==> config.mk <==
export PLATFORM = sky130hd
export DESIGN_NAME = cusf_combine
export DESIGN_NICKNAME = d
export VERILOG_FILES = /design/src/cusf_pkg.sv /design/src/cusf_combine.sv
export SDC_FILE = /design/constraint.sdc
export NUM_CORES = 2
export LEC_CHECK = 0
export BUFFER_PORTS_ARGS = -buffer_cell sky130_fd_sc_hd__buf_2
export CAP_MARGIN = 0
export CORE_MARGIN = 4
export CORE_UTILIZATION = 60
export CTS_CLUSTER_DIAMETER = 100
export DETAILED_ROUTE_END_ITERATION = 7
export PLACE_DENSITY_LB_ADDON = 0.12
export SYNTH_ARGS = -nofsm -noshare
export SYNTH_HDL_FRONTEND = slang
export SYNTH_SLANG_ARGS = --single-unit
export TNS_END_PERCENT = 50
==> constraint.sdc <==
create_clock -name clk_i -period 8.46 [get_ports clk_i]
set_input_delay 1.692 -clock clk_i [delete_from_list [all_inputs] [get_ports clk_i]]
set_output_delay 1.692 -clock clk_i [all_outputs]
set_load 0.1 [all_outputs]
==> src/cusf_pkg.sv <==
// Package with shared constants, types and basis descriptor table for the cubic shape unit.
`default_nettype none
package cusf_pkg;
  localparam int unsigned QB = 24;
  localparam int unsigned BIDX_W = 4;

  // Table entry: which factor each axis omits, sign and divisor code.
  typedef struct packed {
    logic [1:0] rsel;
    logic [1:0] ssel;
    logic       neg;
    logic [1:0] dsel;
  } basis_t;

  typedef enum logic [1:0] {
    DIV_1 = 2'd0,
    DIV_3 = 2'd1,
    DIV_9 = 2'd2
  } div_e;

  // Per-axis polynomial set in Q24. In-range points keep every value below 64 in magnitude.
  typedef struct packed {
    logic signed [31:0] c0;
    logic signed [31:0] c1;
    logic signed [31:0] c2;
    logic signed [31:0] c3;
    logic signed [31:0] d0;
    logic signed [31:0] d1;
    logic signed [31:0] d2;
    logic signed [31:0] d3;
  } axis_t;

  function automatic basis_t basis_lut(input logic [BIDX_W-1:0] idx);
    basis_t b;
    unique case (idx)
      4'd0:  b = '{2'd0, 2'd1, 1'b0, DIV_3};
      4'd1:  b = '{2'd0, 2'd0, 1'b0, DIV_9};
      4'd2:  b = '{2'd1, 2'd0, 1'b0, DIV_3};
      4'd3:  b = '{2'd1, 2'd1, 1'b0, DIV_1};
      4'd4:  b = '{2'd2, 2'd0, 1'b1, DIV_3};
      4'd5:  b = '{2'd3, 2'd0, 1'b0, DIV_9};
      4'd6:  b = '{2'd3, 2'd1, 1'b0, DIV_3};
      4'd7:  b = '{2'd2, 2'd1, 1'b1, DIV_1};
      4'd8:  b = '{2'd3, 2'd2, 1'b1, DIV_3};
      4'd9:  b = '{2'd2, 2'd2, 1'b0, DIV_1};
      4'd10: b = '{2'd1, 2'd2, 1'b1, DIV_1};
      4'd11: b = '{2'd3, 2'd3, 1'b0, DIV_9};
      4'd12: b = '{2'd2, 2'd3, 1'b1, DIV_3};
      4'd13: b = '{2'd1, 2'd3, 1'b0, DIV_3};
      4'd14: b = '{2'd0, 2'd3, 1'b0, DIV_9};
      default: b = '{2'd0, 2'd2, 1'b1, DIV_3};
    endcase
    return b;
  endfunction

  // Q24 product rounded to nearest, ties away from zero.
  function automatic logic signed [31:0] qmul(input logic signed [31:0] a,
                                             input logic signed [31:0] b);
    logic signed [63:0] p;
    logic [63:0] m;
    logic [63:0] r;
    p = a * b;
    m = p[63] ? 64'(-p) : 64'(p);
    r = (m + (64'd1 << (QB - 1))) >> QB;
    return p[63] ? -$signed(r[31:0]) : $signed(r[31:0]);
  endfunction
endpackage
`default_nettype wire

==> src/cusf_combine.sv <==
// Pipelined product, rounded divide by k times a power of two, sign and saturation.
`default_nettype none
module cusf_combine import cusf_pkg::*; #(
  parameter int unsigned ValueFracBits = 20
) (
  input  wire logic               clk_i,
  input  wire logic               en_i,
  input  wire logic signed [31:0] a_i,
  input  wire logic signed [31:0] b_i,
  input  wire logic [1:0]         dsel_i,
  input  wire logic               neg_i,
  output logic [31:0]             res_o
);
  localparam int unsigned Sh = 56 - ValueFracBits;
  // Reciprocals of 3 and 9 scaled by 2^33; the quotient is exact for any 32-bit dividend.
  localparam logic [31:0] Recip3 = 32'hAAAA_AAAB;
  localparam logic [31:0] Recip9 = 32'h38E3_8E39;
  logic [31:0] ma_q, mb_q;
  logic        sgn_q, sgn2_q, sgn3_q;
  logic [1:0]  ds_q, ds2_q, ds3_q;
  logic [63:0] prod_q, prod2_q;
  logic [63:0] xs;
  logic [31:0] xq;
  logic [31:0] rsel;
  logic [63:0] recip;
  logic [31:0] quo;
  logic [31:0] q0_q;
  logic [35:0] qk;
  logic [63:0] dvs;
  logic [63:0] rem;
  logic [32:0] q;

  // Truncated quotient: prod / 2^Sh, then divided by k through the reciprocal.
  assign xs    = prod_q >> Sh;
  assign xq    = xs[31:0];
  assign rsel  = (ds2_q == DIV_9) ? Recip9 : Recip3;
  assign recip = xq * rsel;
  assign quo   = (ds2_q == DIV_1) ? xq : 32'(recip >> 33);

  always_comb begin
    unique case (ds3_q)
      DIV_3: begin
        qk  = 36'(q0_q) + (36'(q0_q) << 1);
        dvs = 64'd3 << Sh;
      end
      DIV_9: begin
        qk  = 36'(q0_q) + (36'(q0_q) << 3);
        dvs = 64'd9 << Sh;
      end
      default: begin
        qk  = 36'(q0_q);
        dvs = 64'd1 << Sh;
      end
    endcase
    rem = prod2_q - (64'(qk) << Sh);
    q   = {1'b0, q0_q};
    if ((rem << 1) >= dvs) q = {1'b0, q0_q} + 33'd1;
  end

  always_ff @(posedge clk_i) begin
    if (en_i) begin
      ma_q    <= a_i[31] ? 32'(-a_i) : 32'(a_i);
      mb_q    <= b_i[31] ? 32'(-b_i) : 32'(b_i);
      sgn_q   <= (a_i[31] ^ b_i[31]) ^ neg_i;
      ds_q    <= dsel_i;
      prod_q  <= ma_q * mb_q;
      sgn2_q  <= sgn_q;
      ds2_q   <= ds_q;
      q0_q    <= quo;
      prod2_q <= prod_q;
      ds3_q   <= ds2_q;
      sgn3_q  <= sgn2_q;
      if (sgn3_q) res_o <= (q >= 33'h0_8000_0000) ? 32'h8000_0000 : 32'(-q);
      else res_o <= (q >= 33'h0_7FFF_FFFF) ? 32'h7FFF_FFFF : q[31:0];
    end
  end
endmodule
`default_nettype wire

* Yosys cells after proc, flatten, opt, wreduce, memory -nomap -nowiden
Cells that the tools add are included.
Storage, ports and cells: bits in registers 260, output and inout bits 32, word-level logic and storage cells 42
Cells by class: equality and inequality tests 3, add/sub/neg operators 7, reductions and logical operators 1, bitwise logic cells 2, multiplexer cells 10, multipliers 2, $lt $le $gt $ge 3
Operators with widths (number):
- $mux W32 | 4
- $neg A32 Y32 | 3
- $pmux W40 S2 | 1
- $ge A64 B40 Y1 | 1
- $mul A32 B32 Y64 | 1
- $sub A63 B63 Y63 | 1
- $mux W31 | 2
- $mul A28 B32 Y60 | 1
- $add A27 B27 Y27 | 2
- $pmux W27 S2 | 1
- $ge A33 B31 Y1 const B | 1
- $ge A33 B32 Y1 const B | 1
- $add A28 B1 Y29 const B | 1
- $mux W29 | 1
- $mux W28 | 1
- $eq A2 B2 Y1 const B | 2
- $eq A2 B1 Y1 const B | 1
- $logic_not A2 Y1 | 1
- $xor A1 B1 Y1 | 2

* Logic depth before layout (Yosys ltp)
depth in word-level cells 8, mapped depth 43

* Worst setup path before layout
No wires, ideal clock.
kind reg-to-reg, from register mb_q[5], to register prod_q[63], data pin, period minus slack after synthesis 8.925 ns, path slack -0.465 ns, required time 8.200 ns, stages on the path, launching flop included 34, data arrival time 8.664 ns, path through edfxtp_1 -> clkbuf_1 -> nand2_1 -> fa_1 -> inv_1 -> fa_1 -> inv_1 -> fa_1 -> inv_1 -> fa_1 -> fa_1 -> inv_1 -> fa_1 -> inv_1 -> fa_1 -> inv_1 -> fa_1 -> inv_1 -> ha_1 -> a21o_1 -> a21o_1 -> a21o_1 -> o41ai_1 -> o21ai_0 -> o21ba_2 -> o21ai_0 -> a41o_1 -> a21bo_2 -> o41a_1 -> a41o_1 -> o41ai_1 -> o211a_1 -> o211a_1 -> nor3_1
Between the ends: cells in the longest elaborated chain, start to end 1
RTL lines:
- start, declared | line cusf_combine.sv:18 | logic [31:0] ma_q, mb_q;
- start signal, assigned | line cusf_combine.sv:63 | mb_q <= b_i[31] ? 32'(-b_i) : 32'(b_i);
- $mul A32 B32 Y64 | line cusf_combine.sv:66 | prod_q <= ma_q * mb_q;
- end signal, assigned | line cusf_combine.sv:66
- end, declared | line cusf_combine.sv:21 | logic [63:0] prod_q, prod2_q;
No other way between the ends. A chain may end at the register's enable or synchronous reset.

* Worst setup path after layout
from register ma_q[14], to register prod_q[57], data pin
Between the ends: cells in the longest elaborated chain, start to end 1
RTL lines:
- start, declared | line cusf_combine.sv:18
- start signal, assigned | line cusf_combine.sv:62 | ma_q <= a_i[31] ? 32'(-a_i) : 32'(a_i);
- $mul A32 B32 Y64 | line cusf_combine.sv:66
No other way between the ends.

==> results.ini <==
[run_status]
outcome = finished, violations left
violations = DRC, setup timing

[floorplan]
fp-row-count = 115
die_h_um = 324.4
core_area_mm2 = 0.09885
fp.dieW_um = 324.4
ios = 101
dieArea_mm2 = 0.1052
initial_core_util_pct = 60.76

[finish]
design_area_mm2 = 0.06944
fin_nets = 8841
instances_no_fill = 8297
final_cell_mix = 1,518 x inv_1, 1,155 x fa_1, 967 x nand2_1
syn2layout_area_growth_pct = 15.61
final_common_cell = inv_1
drive_gt1_share_pct = 15.24

[global_routing]
use_met2_pct = 53.94
gr-total-overflow = 0
grt_pass1_vias = 48430
antenna_found_initial = 9
use_met3_pct = 6.000
grt_max_degree = 109
grt.met1_usage_pct = 42.53
grt.total_usage_pct = 32.30
grt_pass1_wl_um = 265300
busiest_layer = met2

[worst_setup_path]
critPathKind = reg2reg
worst-endpoint-arrival_ns = 9.05
cp-end-kind = flip-flop
crit_required_ns = 8.78
critPathMaxFanout = 4
critPathMaxStageDelay_ns = 0.52
crit_slowest_cell = fa_1
cp-start-kind = flip-flop
cpMostUsedCell = fa_1

[cts]
insertion_delay_ns = 0.60
numCtsBuffers = 36
clk_pin_slew_worst_paths_ns = 0.06
cts.path.max_buffers = 3
postCtsHoldBufs = 0
cts.sinks = 260
cts_root_buffer = clkbuf_16
htree_levels = 2
cts_tree = built

[min_path]
hold_path.class = reg2reg

[logic_synthesis]
synth_edf_count = 260
syn_area_mm2 = 0.06006
ys_async_sr_fraction_pct = 0
synth.avg_cell_area_um2 = 9.374
yosysWarnings = 0
synth.distinct_cells = 86
synth_nets = 8268
seq_area_frac_synth_pct = 13.00
synth-seq-cells = 260
syn_inst = 6407
ys.flop_type = edfxtp_1

[sta]
setup_viol = 9
rsz0062_at_grt = yes
slew_headroom_pct = 10.18
maxSlewViolCount = 0
finalCritPeriodShare_pct = 103.2
fmax_mhz = 114.6
fin_skew_ns = 0.03604
fin_ws_ns = -0.2697
period_minus_slack_ns = 8.730
finalHoldViolCount = 0
tightestPinTransition_ns = 1.347

[routing]
drtAntennaViolNets = 0
drtIter0Drc = 3184
viasPerCell = 5.497
finalWirelength_um = 167500
vias = 45610
first_pass_iters = 8
drc = 6
avgRoutedWirePerCell_um = 20.18

[placed_design]
port_buffers = 100
dpl_cell_area_mm2 = 0.06643
routabilityCongestion = 0.9811
hpwl_um = 144900
placed_cells = 8164

[run]
drv_cap = 0

layer usage:
metal / wire [um] / vias to the layer above
met5: 0 / -
met4: 7619 / 0
met3: 12940 / 409
met2: 79320 / 1679
met1: 67590 / 22760
li1: - / 20760
flip-flops by register name, summed over array words and instances, names as in the netlist:
signal   cells
sgn2_q       1
ds2_q        2
sgn3_q       1
ma_q        32
ds3_q        2
prod2_q     63
prod_q      64
q0_q        28
res_o       32
sgn_q        1
mb_q        32
ds_q         2
stage by stage:
| step | hold WS (ns) | worst slack (ns) | utilization, % | TNS (ns) |
|---|---|---|---|---|
| 3_5_place_dp | 0.4045 | -0.8446 | 67.20 | -18.55 |
| 4_1_cts | 0.4180 | -0.3002 | 68.92 | -2.464 |
| 6_report | 0.4149 | -0.2697 | 70.24 | -1.421 |
| 2_1_floorplan | 0.4003 | -0.01016 | - | -0.01016 |
| 3_3_place_gp | 0.4014 | -0.6281 | 67.20 | -13.08 |
| 5_1_grt | 0.4221 | -0.5367 | 70.24 | -6.003 |
layout make-up:
| cell class | instances | area (um2) |
|---|---|---|
| clock inverter | 22 | 266.5 |
| inverter | 1548 | 5811 |
| antenna | 4 | 10.01 |
| multi-input combinational | 4352 | 46510 |
| clock buffer | 42 | 965.9 |
| fill | 7733 | 29410 |
| sequential | 260 | 7807 |
| tap | 1287 | 1610 |
| timing repair buffer | 782 | 6456 |
cells by family after synthesis:
| kind of cell | Yosys count | synth area share (%) |
|---|---|---|
| XOR/XNOR | 259 | 3.777 |
| multiplexers | 14 | 0.2375 |
| buffers and inverters | 1795 | 11.27 |
| adder cells (fa/ha/maj) | 1792 | 52.22 |
| AND/OR/NAND/NOR | 1676 | 12.84 |
| flip-flops | 260 | 13.00 |
| AO/OA/AOI/OAI | 611 | 6.656 |
cells in the mapped netlist (68+ instances only):
cell type / number / area, um2
inv_1: 1548 / 5811
fa_1: 1191 / 23840
nand2_1: 979 / 3675
ha_1: 601 / 7520
and2_1: 287 / 1795
edfxtp_1: 260 / 7807
clkbuf_1: 237 / 889.6
xnor2_1: 186 / 1629
o21ai_0: 159 / 795.8
a21oi_1: 151 / 755.7
nor2_1: 119 / 446.7
xor2_1: 73 / 639.4
a21o_1: 68 / 510.5
final timing paths:
kind	start	endpoint	slack, ns	cells past startpoint
min reg2reg	prod_q[27]$_DFFE_PP_	prod2_q[27]$_DFFE_PP_	0.41	0
max reg2reg	ma_q[14]$_DFFE_PP_	prod_q[57]$_DFFE_PP_	-0.27	34
max	ma_q[14]$_DFFE_PP_	prod_q[57]$_DFFE_PP_	-0.27	34
min	prod_q[27]$_DFFE_PP_	prod2_q[27]$_DFFE_PP_	0.41	0
worst max-delay path, delay by kind of cell, from the launching register on:
family                     cells  cell delay [ns]
adders and majority gates      9             4.18
AOI/OAI and AO/OA             13             3.09
DFF                            1             0.38
and+or+nand+nor                3             0.25
buffers and inverters          9             0.53
timing repair:
item                       in CTS  in global routing
resized for setup              81                246
pin swaps                      22                209
gates cloned                    1                  3
setup endpoints to repair      46                 51
setup buffers                  23                 43
Power is not shown: default switching activity piles up to over one toggle a cycle in this logic, so the estimate is an artifact.
